<file path="src/hw/rtl/histeq_div.sv">
`default_nettype none
// restoring divider, 8 quotient bits, one per cycle; quotient saturates at 255
module histeq_div #(
  parameter int NW = 35,
  parameter int DW = 27
) (
  input  wire logic          clk,
  input  wire logic          rst_n,
  input  wire logic          start,
  input  wire logic [NW-1:0] num,
  input  wire logic [DW-1:0] den,
  output logic               busy,
  output logic [7:0]         quot
);

  localparam int CW = (NW > DW + 8) ? NW : DW + 8;

  logic [CW-1:0] rem_r;
  logic [CW-1:0] dsh_r;
  logic [2:0]    step_r;
  logic          busy_r;
  logic [7:0]    q_r;
  logic [CW-1:0] num_w;
  logic [CW-1:0] den_w;

  assign num_w = CW'(num);
  assign den_w = CW'(den);

  always_ff @(posedge clk) begin
    if (!rst_n) begin
      busy_r <= 1'b0;
      step_r <= '0;
    end else if (start) begin
      rem_r  <= num_w;
      dsh_r  <= den_w << 7;
      step_r <= '0;
      if (num_w >= (den_w << 8)) begin
        q_r    <= 8'hFF;
        busy_r <= 1'b0;
      end else begin
        q_r    <= '0;
        busy_r <= 1'b1;
      end
    end else if (busy_r) begin
      if (rem_r >= dsh_r) begin
        rem_r <= rem_r - dsh_r;
        q_r   <= {q_r[6:0], 1'b1};
      end else begin
        q_r <= {q_r[6:0], 1'b0};
      end
      dsh_r  <= dsh_r >> 1;
      step_r <= step_r + 3'd1;
      if (step_r == 3'd7) busy_r <= 1'b0;
    end
  end

  assign busy = busy_r;
  assign quot = q_r;

endmodule
`default_nettype wire

</file>
<file path="config.mk">
export PLATFORM = sky130hd
export DESIGN_NAME = histeq_div
export DESIGN_NICKNAME = d
export VERILOG_FILES = /design/src/hw/rtl/histeq_div.sv
export SDC_FILE = /design/constraint.sdc
export NUM_CORES = 1
export LEC_CHECK = 0
export ABC_AREA = 1
export BUFFER_PORTS_ARGS = -buffer_cell sky130_fd_sc_hd__buf_2
export CAP_MARGIN = 20
export CORE_MARGIN = 1
export CORE_UTILIZATION = 60
export DETAILED_ROUTE_END_ITERATION = 8
export GPL_ROUTABILITY_DRIVEN = 0
export GPL_TIMING_DRIVEN = 0
export PLACE_DENSITY = 0.81
export SLEW_MARGIN = 10
export SYNTH_ARGS = -nofsm -noshare
export SYNTH_HDL_FRONTEND = slang
export SYNTH_SLANG_ARGS = --single-unit
</file>
<file path="constraint.sdc">
create_clock -name clk -period 7.95 [get_ports clk]
set_input_delay 0.3975 -clock clk [delete_from_list [all_inputs] [get_ports clk]]
set_output_delay 0.3975 -clock clk [all_outputs]
set_load 0.03 [all_outputs]
</file>
==> out/summary.txt, run 1 <==
Critical Path AT -> 2.90 ns
Initial antenna violation count -> 0
Die height -> 108 um
Hold WC Path Type -> primary input to flop
Drt drc -> 0
Fin. Hold Viols -> 0
IO Count -> 74
Post-Syn Nets -> 1076
Core area -> 0.0108 mm2
Post-route ant nets -> 0
Met1 Routed Length -> 7360 um
Sequential-to-total area share from yosys stat -> 0.357
Final #Nets -> 1161
Clk slew on worst S/H paths -> 0.09 ns
Multi-input gate area -> 0.00364 mm2
Max-Cap Viols -> 0
VDD IR max -> 0.000103 V
Critical path required time -> 8.02 ns
FF/Latch Area -> 0.00239 mm2
Post-DP HPWL -> 13500 um
Largest net degree at the start of global routing -> 26
Routed met3 length -> 1500 um
Placed instance count -> 1161
Slew headroom -> 0.542
Hold Crit Start -> den[26]
Worst-Skew Late Latency -> 0.37 ns
Slew Viols, Final -> 0
Die Wd -> 108 um
Fillers -> 959
Post-CTS Setup Bufs -> 0
Endpoints failing setup -> 0
YS warnings -> 0
Clk buf depth -> 2
Cts hold-fix bufs -> 0
Top cell type by total area after synthesis -> edfxtp_1
# diodes -> 0
Clock skew -> 0.00946 ns
Final WL -> 16900 um
Worst hold stages -> 3
Worst R2R Path Depth -> 9
Number of global-route vias before repair -> 5565
Cells after Synth -> 947
Clock root buffer -> clkbuf_8
Fin cells -> 1177
Synth cell types -> 35
R2r startpoint -> dsh_r[27]$_DFFE_PP_
Die Area -> 0.0116 mm2
Avg Cell Area, Syn -> 7.07 um2
Pwr per Cell Area -> 165 mW/mm2
First-pass GRT wire length -> 26500 um
Flop2flop setup slack -> 5.12 ns
Post-DR vias/cell -> 5.33
Post-synthesis cell area -> 0.00670 mm2
RSZ-0062 raised after global routing -> no
Fmax -> 0.354 GHz
Post-detailed-route wirelength per cell -> 14.3 um
First-pass iteration count of the detailed router -> 6
H-tree depth -> 3
Starting DRT DRC Count -> 470
Starting Density -> 0.618
Clock sinks -> 81
Hold endpoint -> dsh_r[33]$_SDFFCE_PN0P_
Post-Route Setup TNS -> 0 ns
Outcome -> finished clean
Total GRT Usage -> 0.304
Critical Path Source Type -> flop
PostCTS Resize Cnt -> 0
CP Capture Type -> flop
Post-route minimum period -> 2.83 ns
Synth top area share -> 0.345
CP Max Fanout -> 19
Synth area leaders -> edfxtp_1, nand2_1, ha_1
Layout cells sized above 1 -> 0.127
Leakage dissipation -> 0.00386 uW
WS Path Type -> flop to flop
Cts bufs inserted -> 9
Row count -> 38
Top sig layer -> met4
Port buffer count -> 72
Remaining Overflow, GRT -> 0
CTS tree -> done
Synth Register Bits -> 81
DR vias -> 6268
Final Cycle Share -> 0.356
Worst Tran Pin Value -> 0.686 ns
Routed length on met2 -> 7570 um
P&R area growth vs syn -> 12.0%
Worst flop-to-flop path endpoint -> rem_r[21]$_DFFE_PP_
-- power by group --
group	internal, uW	switching (uW)	total [uW]	leakage [uW]
clock	146	159	305	0.0000964
sequential	511	10.1	521	0.000766
combinational	144	270	414	0.00299
total	801	439	1240	0.00386
-- per-layer routing --
metal  vias up  GRT usage
li1       3218          -
met1      2791      0.403
met2       224      0.482
met3        35     0.0660
met4         0      0.119
met5         -          0
-- cell usage after synthesis --
cell type and count:
edfxtp_1 77, clkbuf_1 9, o21ai_1 3, o31ai_1 1, nor2_1 70, a21boi_0 1, buf_1 1, inv_1 166
a21boi_1 1, fa_1 1, nand3_2 6, o21ai_0 56, xnor2_1 7, nand2_2 12, buf_2 5, nor4_1 1
nand3_1 46, a21oi_2 3, ha_1 63, nor2_4 2, nor3_2 1, o211ai_2 1, nand2_1 309, xor2_1 1
nor3_1 10, or2_1 4, dfxtp_1 4, nand4_1 12, o21bai_1 2, inv_2 2, o21a_1 4, or2_2 3
nand3b_1 6, nor2_2 6, a21oi_1 51
-- through the flow --
step | setup WS [ns] | area (um2) | hold slack (ns) | total power, uW | util
2_1_floorplan | 2.83 | 6700 | 0.443 | 822 | -
3_3_place_gp | 0.558 | 7230 | 0.454 | 924 | 0.667
3_5_place_dp | 5.05 | 7300 | 0.463 | 936 | 0.674
4_1_cts | 5.15 | 7500 | 0.302 | 1240 | 0.692
5_1_grt | 4.94 | 7500 | 0.303 | 1310 | 0.692
6_report | 5.12 | 7500 | 0.314 | 1240 | 0.692
-- critical path, stage by stage (launching register included) --
cell      delay [ns]
edfxtp_1        0.34
inv_1           0.06
ha_1            0.38
nand2_1         0.12
nor2_1          0.21
nand2_1         0.10
nor3_1          0.30
a21oi_1         0.20
a21boi_4        0.58
buf_16          0.24
-- area by class of cell --
class                           instances  share of cell area
Inverter                              168              0.0841
Clock buffer                           10              0.0170
Clock inverter                          6             0.00917
Sequential cell                        81               0.319
Timing Repair Buffer                   74              0.0544
Tap cell                              140              0.0234
Multi-Input combinational cell        683               0.485
Buffer                                 15             0.00834
-- cell families after synthesis --
kind of cell / Yosys count / share of synthesized area
adders and majority gates: 64 / 0.121
xor gates and xnor gates: 8 / 0.0105
DFF: 81 / 0.357
AOI/OAI and AO/OA: 123 / 0.0981
buffers and inverters: 183 / 0.103
and+or+nand+nor: 488 / 0.310
-- state kept, by name (all words and copies together) (netlist names) --
| name | flops |
|---|---|
| rem_r | 35 |
| step_r | 3 |
| dsh_r | 34 |
| quot | 8 |
| busy | 1 |
-- placed cells by master (no fill, tap or decap), types with 2 or more instances in the layout --
master    instances
clkbuf_8          9
nor2_1           70
nor2_2            6
a21oi_1          50
buf_2            77
xnor2_1           7
inv_2             2
ha_1             63
nand2_2          12
nand2_1         309
clkbuf_1         10
nor3_1           10
edfxtp_1         77
a21oi_2           3
o21ai_0          56
dfxtp_1           4
or2_1             4
or2_2             3
o21a_1            4
nor2_4            2
inv_1           166
clkinv_4          3
o21bai_1          2
nand4_1          12
nand3b_1          6
nand3_1          46
o21ai_1           3
nand3_2           6
-- how the worst max path moves through the flow --
stage                                    from                   to  slack, ns  depth (start not counted)
final                     dsh_r[27]$_DFFE_PP_  rem_r[21]$_DFFE_PP_       5.12                          9
after CTS                 rem_r[27]$_DFFE_PP_  rem_r[21]$_DFFE_PP_       5.15                          8
after detailed placement                start  rem_r[23]$_DFFE_PP_       5.05                          6
after global placement                  start  rem_r[24]$_DFFE_PP_       0.56                          4
after global routing      rem_r[27]$_DFFE_PP_  rem_r[21]$_DFFE_PP_       4.94                          8
after floorplan               busy$_SDFF_PN0_   rem_r[0]$_DFFE_PP_       2.83                          3
(Power assumes the default switching activity.)
==> run 2, diff against run 1 <==
Settings changed: CORE_UTILIZATION 60 to 54, PLACE_DENSITY 0.81 to 0.77.
Clock period 7.95 ns to 2.6 ns, I/O delays scaled along.
==> run 2 against run 1 <==
Fmax increased by 14%. Worst hold slack got worse by 0.23 ns. Core utilization is 5.6 points lower. Power grew to 3.3 times the previous value. Register-to-register slack lost 5.0 ns. Cell count rose by 2.5%. Flip-flop and latch count unchanged. First-iteration DRC count up 29%. Count of clock-buffer cells in the layout grew 4. Combinational power increased to 3.1 times the previous value.
==> out/summary.txt, run 2 (synthesized netlist as in run 1, its figures left out) <==
Pint -> 2710 uW (+240%)
Die Wd -> 113 um (+5.3%)
DR vias -> 6293 (+0.40%)
Initial antenna violation count -> 0 (unchanged)
Outcome -> finished clean
Max reg flops -> 35 (unchanged)
Fin util -> 0.636 (-0.0561)
Final Cycle Share -> 0.953 (+0.597)
Largest net degree at the start of global routing -> 27 (+3.8%)
Post-detailed-route wirelength per cell -> 14.6 um (+1.8%)
Leakage dissipation -> 0.00390 uW (+1.1%)
Clock sinks -> 81 (unchanged)
Critical Path Source Type -> flop
Slew Viols, Final -> 0 (unchanged)
Overall power -> 4100 uW (+230%)
Post-route ant nets -> 0 (unchanged)
Hold Crit Start -> num[1]
Cts bufs inserted -> 9 (unchanged)
Row count -> 40 (+5.3%)
Clock root buffer -> clkbuf_16
Number of global-route vias before repair -> 5903 (+6.1%)
Critical Path AT -> 2.52 ns (-0.38 ns)
First-pass GRT wire length -> 28800 um (+8.8%)
R2r startpoint -> rem_r[15]$_DFFE_PP_
Worst setup path startpoint -> rem_r[15]$_DFFE_PP_
Clk buf depth -> 2 (unchanged)
Crit-path slowest cell -> ha_1
Commonest non-fill, non-tap cell in the layout -> nand2_1
CP Max Fanout -> 23 (+4)
Design area -> 0.00767 mm2 (+2.3%)
Post-DP HPWL -> 13800 um (+2.5%)
WS Path Type -> flop to flop
Clock Power Share -> 0.296 (+0.050)
Most flops, register -> rem_r
H-tree depth -> 3 (unchanged)
Switch share -> 0.339 (-0.0151)
Clock skew -> 0.00626 ns (-0.00320 ns)
Most frequent cells in the layout -> nand2_1, inv_1, buf_2, edfxtp_1, nor2_1
Drt drc -> 0 (unchanged)
# diodes -> 0 (unchanged)
Delay-heaviest family, CP -> simple AND/OR/NAND/NOR gates
Final #Nets -> 1162 (+0.086%)
Combinational share of power -> 0.315 (-0.019)
Starting DRT DRC Count -> 605 (+29%)
Total GRT Usage -> 0.291 (-0.0126)
Endpoints failing setup -> 0 (unchanged)
Fin. Hold Viols -> 0 (unchanged)
IO Count -> 74 (unchanged)
Max incr delay on CP -> 0.41 ns (-0.17 ns)
Post-route minimum period -> 2.48 ns (-0.349 ns)
WHS -> 0.0830 ns (-0.231 ns)
Fmax -> 0.404 GHz (+14%)
Seq pwr share -> 0.389 (-0.031)
Die Area -> 0.0129 mm2 (+11%)
Final WL -> 17600 um (+4.3%)
Remaining Overflow, GRT -> 0 (unchanged)
P&R area growth vs syn -> 14.5%
Switch Pwr -> 1390 uW (+220%)
CP Capture Type -> flop
Starting Density -> 0.555 (-0.0626)
Max-Cap Viols -> 0 (unchanged)
First-pass iteration count of the detailed router -> 6 (unchanged)
Post-DR vias/cell -> 5.22 (-2.0%)
Worst Path Buf+Inv -> 1 (-1)
FF/Latch Area -> 0.00239 mm2 (about the same)
Critical path required time -> 2.64 ns (-5.38 ns)
Hold WC Path Type -> primary input to flop
Slew headroom -> 0.515 (-0.0263)
Pwr per Cell Area -> 535 mW/mm2 (+220%)
VDD IR max -> 0.000322 V (+210%)
Worst-Skew Late Latency -> 0.34 ns (-0.03 ns)
Layout cells sized above 1 -> 0.136 (+0.00855)
Dpl cell area -> 0.00734 mm2 (+0.50%)
Die height -> 113 um (+5.3%)
Worst Tran Pin Value -> 0.727 ns (+0.0410 ns)
Fillers -> 1113 (+16%)
Critical-path cell list -> ha_1, nand2_2, nor2_2, nand2_1, nor4_2, a21oi_2, a21boi_4, buf_16
Multi-input gate area -> 0.00367 mm2 (+0.89%)
CTS tree -> done
Cts hold-fix bufs -> 0 (unchanged)
Port buffer count -> 72 (unchanged)
Clk slew on worst S/H paths -> 0.06 ns (-0.03 ns)
Core area -> 0.0121 mm2 (+11%)
-- run 2: cell count changes in the layout (fill, tap and decap cells not counted), moves of 2 or more --
cell       before  now
clkinv_4        3    0
clkbuf_16       0    9
clkbuf_1       10   12
ha_1           63   59
clkbuf_8        9    2
ha_2            0    4
-- run 2: path summary, 6_finish.rpt --
check,endpoint,slack (ns),cells past startpoint
setup / recovery,rem_r[21]$_DFFE_PP_,0.12,8
hold / removal,rem_r[1]$_DFFE_PP_,0.08,3
setup reg to reg,rem_r[21]$_DFFE_PP_,0.12,8
hold reg to reg,step_r[1]$_SDFFE_PP0P_,0.47,2
-- run 2: worst reg2reg max path: cells and delay by family, from the launching register on --
family,cells,cell delay [ns]
simple gates,4,0.77
fa+ha+maj,1,0.41
compound gates,2,0.40
flops,1,0.37
buf+inv,1,0.21
-- run 2: area by class of cell --
cell class / instances / area share
timing repair buffer: 75 / 0.0558
inverter: 168 / 0.0822
tap: 168 / 0.0274
sequential: 81 / 0.312
clock buffer: 14 / 0.0344
clock inverter: 2 / 0.00163
buffer: 15 / 0.00816
multi-input combinational: 683 / 0.478
-- run 2: per-layer routing --
layer | wire (um) | share of wire | vias to the layer above | track usage
met5 | 0 | 0 | - | 0
met3 | 1160 | 0.066 | 35 | 0.0441
met1 | 8070 | 0.46 | 2803 | 0.405
met4 | 471 | 0.027 | 0 | 0.0939
li1 | - | - | 3218 | -
met2 | 7900 | 0.45 | 237 | 0.467
-- run 2: timing repair --
| action | 4_1_cts | 5_1_grt |
|---|---|---|
| setup endpoints to repair | 35 | 35 |
| gates resized for setup | 0 | 10 |
| setup buffers | 1 | 0 |
| pin swaps | 1 | 1 |
-- run 2: power by group through the flow --
| stage | Clock [uW] | Combinational, uW | Sequential, uW |
|---|---|---|---|
| 5_1_grt | 1280 | 1450 | 1610 |
| 4_1_cts | 1210 | 1270 | 1600 |
| 2_1_floorplan | 0 | 878 | 1640 |
| 6_report | 1210 | 1290 | 1600 |
| 3_5_place_dp | 0 | 1250 | 1620 |
| 3_3_place_gp | 0 | 1210 | 1620 |
-- run 2: per-stage QoR --
step                      setup WS (ns)  cells  TNS (ns)
after floorplan                  0.0252    947         0
after global placement           -0.608   1187    -21.20
after detailed placement         -0.220   1189     -5.33
after CTS                        0.0944   1206         0
after global routing           -0.00264   1206  -0.00264
final                             0.122   1206         0
==> run 3, diff against run 2 <==
Settings changed: CORE_MARGIN 1 to unset, RECOVER_POWER set to 25.
==> run 3 against run 2 <==
Worst hold slack worse by 0.0045 ns. Fmax hardly changed. Largest cell class unchanged. Clock skew hardly changed. Via count grew 0.14%.
==> out/summary.txt, run 3 (synthesized netlist as in run 1, its figures left out) <==
P&R area growth vs syn -> 14.4% (about the same)
First-pass GRT wire length -> 28800 um (unchanged)
Outcome -> finished clean
Clock root buffer -> clkbuf_16
Post-DR vias/cell -> 5.23 (+0.14%)
CP Capture Type -> flop
Worst flop-to-flop path endpoint -> rem_r[21]$_DFFE_PP_
Critical Path AT -> 2.53 ns (about the same)
Cts hold-fix bufs -> 0 (unchanged)
Post-Route Setup TNS -> 0 ns (unchanged)
Clk buf depth -> 2 (unchanged)
Final Cycle Share -> 0.953 (about the same)
Critical-path cell list -> ha_1, nand2_2, nor2_2, nand2_1, nor4_2, a21oi_2, a21boi_4, buf_16
Worst-Skew Late Latency -> 0.35 ns (about the same)
Number of global-route vias before repair -> 5903 (unchanged)
Die height -> 113 um (unchanged)
Critical path endpoint -> rem_r[21]$_DFFE_PP_
VDD IR max -> 0.000321 V (about the same)
Post-route minimum period -> 2.48 ns (+0.000379 ns)
Port buffer count -> 72 (unchanged)
Leakage dissipation -> 0.00389 uW (-0.30%)
Overall power -> 4110 uW (+0.15%)
Fmax -> 0.404 GHz (about the same)
Slew headroom -> 0.511 (-0.00392)
H-tree depth -> 3 (unchanged)
Clock sinks -> 81 (unchanged)
Flop2flop setup slack -> 0.12 ns (about the same)
Die Wd -> 113 um (unchanged)
Starting DRT DRC Count -> 607 (+0.33%)
DR vias -> 6302 (+0.14%)
Layout cells sized above 1 -> 0.131 (-0.00482)
Hold WC Path Type -> primary input to flop
Final #Nets -> 1162 (unchanged)
Combinational share of power -> 0.315 (about the same)
WS Path Type -> flop to flop
Pwr per Cell Area -> 536 mW/mm2 (+0.23%)
Crit-path slowest cell -> ha_1
Core area -> 0.0121 mm2 (unchanged)
Critical Path Source Type -> flop
Initial antenna violation count -> 0 (unchanged)
Clock skew -> 0.00602 ns (-0.000235 ns)
Seq pwr share -> 0.388 (about the same)
Endpoints failing setup -> 0 (unchanged)
IO Count -> 74 (unchanged)
Max incr delay on CP -> 0.41 ns (about the same)
Fin util -> 0.635 (about the same)
Worst setup path startpoint -> rem_r[15]$_DFFE_PP_
Clock Power Share -> 0.297 (about the same)
# diodes -> 0 (unchanged)
Commonest non-fill, non-tap cell in the layout -> nand2_1
Dpl ws -> -0.220 ns (unchanged)
Max reg flops -> 35 (unchanged)
Starting Density -> 0.555 (unchanged)
Max-Cap Viols -> 0 (unchanged)
Slew Viols, Final -> 0 (unchanged)
Most frequent cells in the layout -> nand2_1, inv_1, edfxtp_1, buf_2, nor2_1
Post-DP HPWL -> 13800 um (unchanged)
Die Area -> 0.0129 mm2 (unchanged)
Drt drc -> 0 (unchanged)
Fin. Hold Viols -> 0 (unchanged)
CTS tree -> done
Pint -> 2710 uW (about the same)
Cts bufs inserted -> 9 (unchanged)
R2r startpoint -> rem_r[15]$_DFFE_PP_
Final WS setup -> 0.122 ns (-0.000379 ns)
Most flops, register -> rem_r
Remaining Overflow, GRT -> 0 (unchanged)
CP Max Fanout -> 23 (unchanged)
WHS -> 0.0785 ns (-0.00453 ns)
Clk slew on worst S/H paths -> 0.06 ns (about the same)
Largest net degree at the start of global routing -> 27 (unchanged)
Switch share -> 0.340 (+0.00136)
Final WL -> 17700 um (+0.32%)
Post-route ant nets -> 0 (unchanged)
Worst R2R Path Depth -> 8 (unchanged)
Switch Pwr -> 1400 uW (+0.55%)
Row count -> 40 (unchanged)
Post-detailed-route wirelength per cell -> 14.6 um (+0.32%)
Critical path required time -> 2.65 ns (about the same)
First-pass iteration count of the detailed router -> 6 (unchanged)
Worst Tran Pin Value -> 0.733 ns (+0.00589 ns)
Total GRT Usage -> 0.291 (unchanged)
## run 3: power groups by stage
stage,clock (uW),sequential [uW],combinational (uW)
6_report,1220,1600,1290
5_1_grt,1280,1610,1450
4_1_cts,1210,1600,1270
3_5_place_dp,0,1620,1250
3_3_place_gp,0,1620,1210
2_1_floorplan,0,1640,878
## run 3: routing by layer
metal | share of wire | up-vias | global-route usage
met3 | 0.070 | 34 | 0.0441
li1 | - | 3220 | -
met2 | 0.45 | 249 | 0.467
met1 | 0.46 | 2799 | 0.405
met5 | 0 | - | 0
met4 | 0.027 | 0 | 0.0939
## run 3: timing repair
action	in CTS	in global routing
resized for setup	0	10
endpoints found under the setup margin	35	35
pin swaps	1	1
setup buffers	1	0
## run 3: cell type report
type                            count  area [um2]
Fill cell                        1116        4400
Multi-Input combinational cell    683        3670
Sequential cell                    81        2390
Inverter                          168         631
Timing Repair Buffer               75         424
Clock buffer                       14         264
Tap cell                          168         210
Buffer                             15        61.3
Clock inverter                      2        12.5
## run 3: how the worst min path moves through the flow
| stage | start | to | slack [ns] | cells after the start |
|---|---|---|---|---|
| after floorplan | den[26] | dsh_r[33]$_SDFFCE_PN0P_ | 0.30 | 2 |
| after global placement | den[26] | dsh_r[33]$_SDFFCE_PN0P_ | 0.41 | 3 |
| after detailed placement | den[22] | dsh_r[29]$_DFFE_PP_ | 0.43 | 3 |
| after CTS | num[1] | rem_r[1]$_DFFE_PP_ | 0.08 | 3 |
| after global routing | den[22] | dsh_r[29]$_DFFE_PP_ | 0.08 | 3 |
| final | num[1] | rem_r[1]$_DFFE_PP_ | 0.08 | 3 |
## run 3: critical path, delay by kind of cell, from the launching register on
kind	cells	cell delay (ns)
DFF	1	0.37
adders and majority gates	1	0.41
AOI/OAI and AO/OA	2	0.40
buffers and inverters	1	0.21
and+or+nand+nor	4	0.77
## run 3: metrics by stage
step / cell area (um2) / instances
after floorplan: 6720 / 947
after global placement: 7290 / 1187
after detailed placement: 7340 / 1189
after CTS: 7640 / 1206
after global routing: 7660 / 1206
final: 7660 / 1206
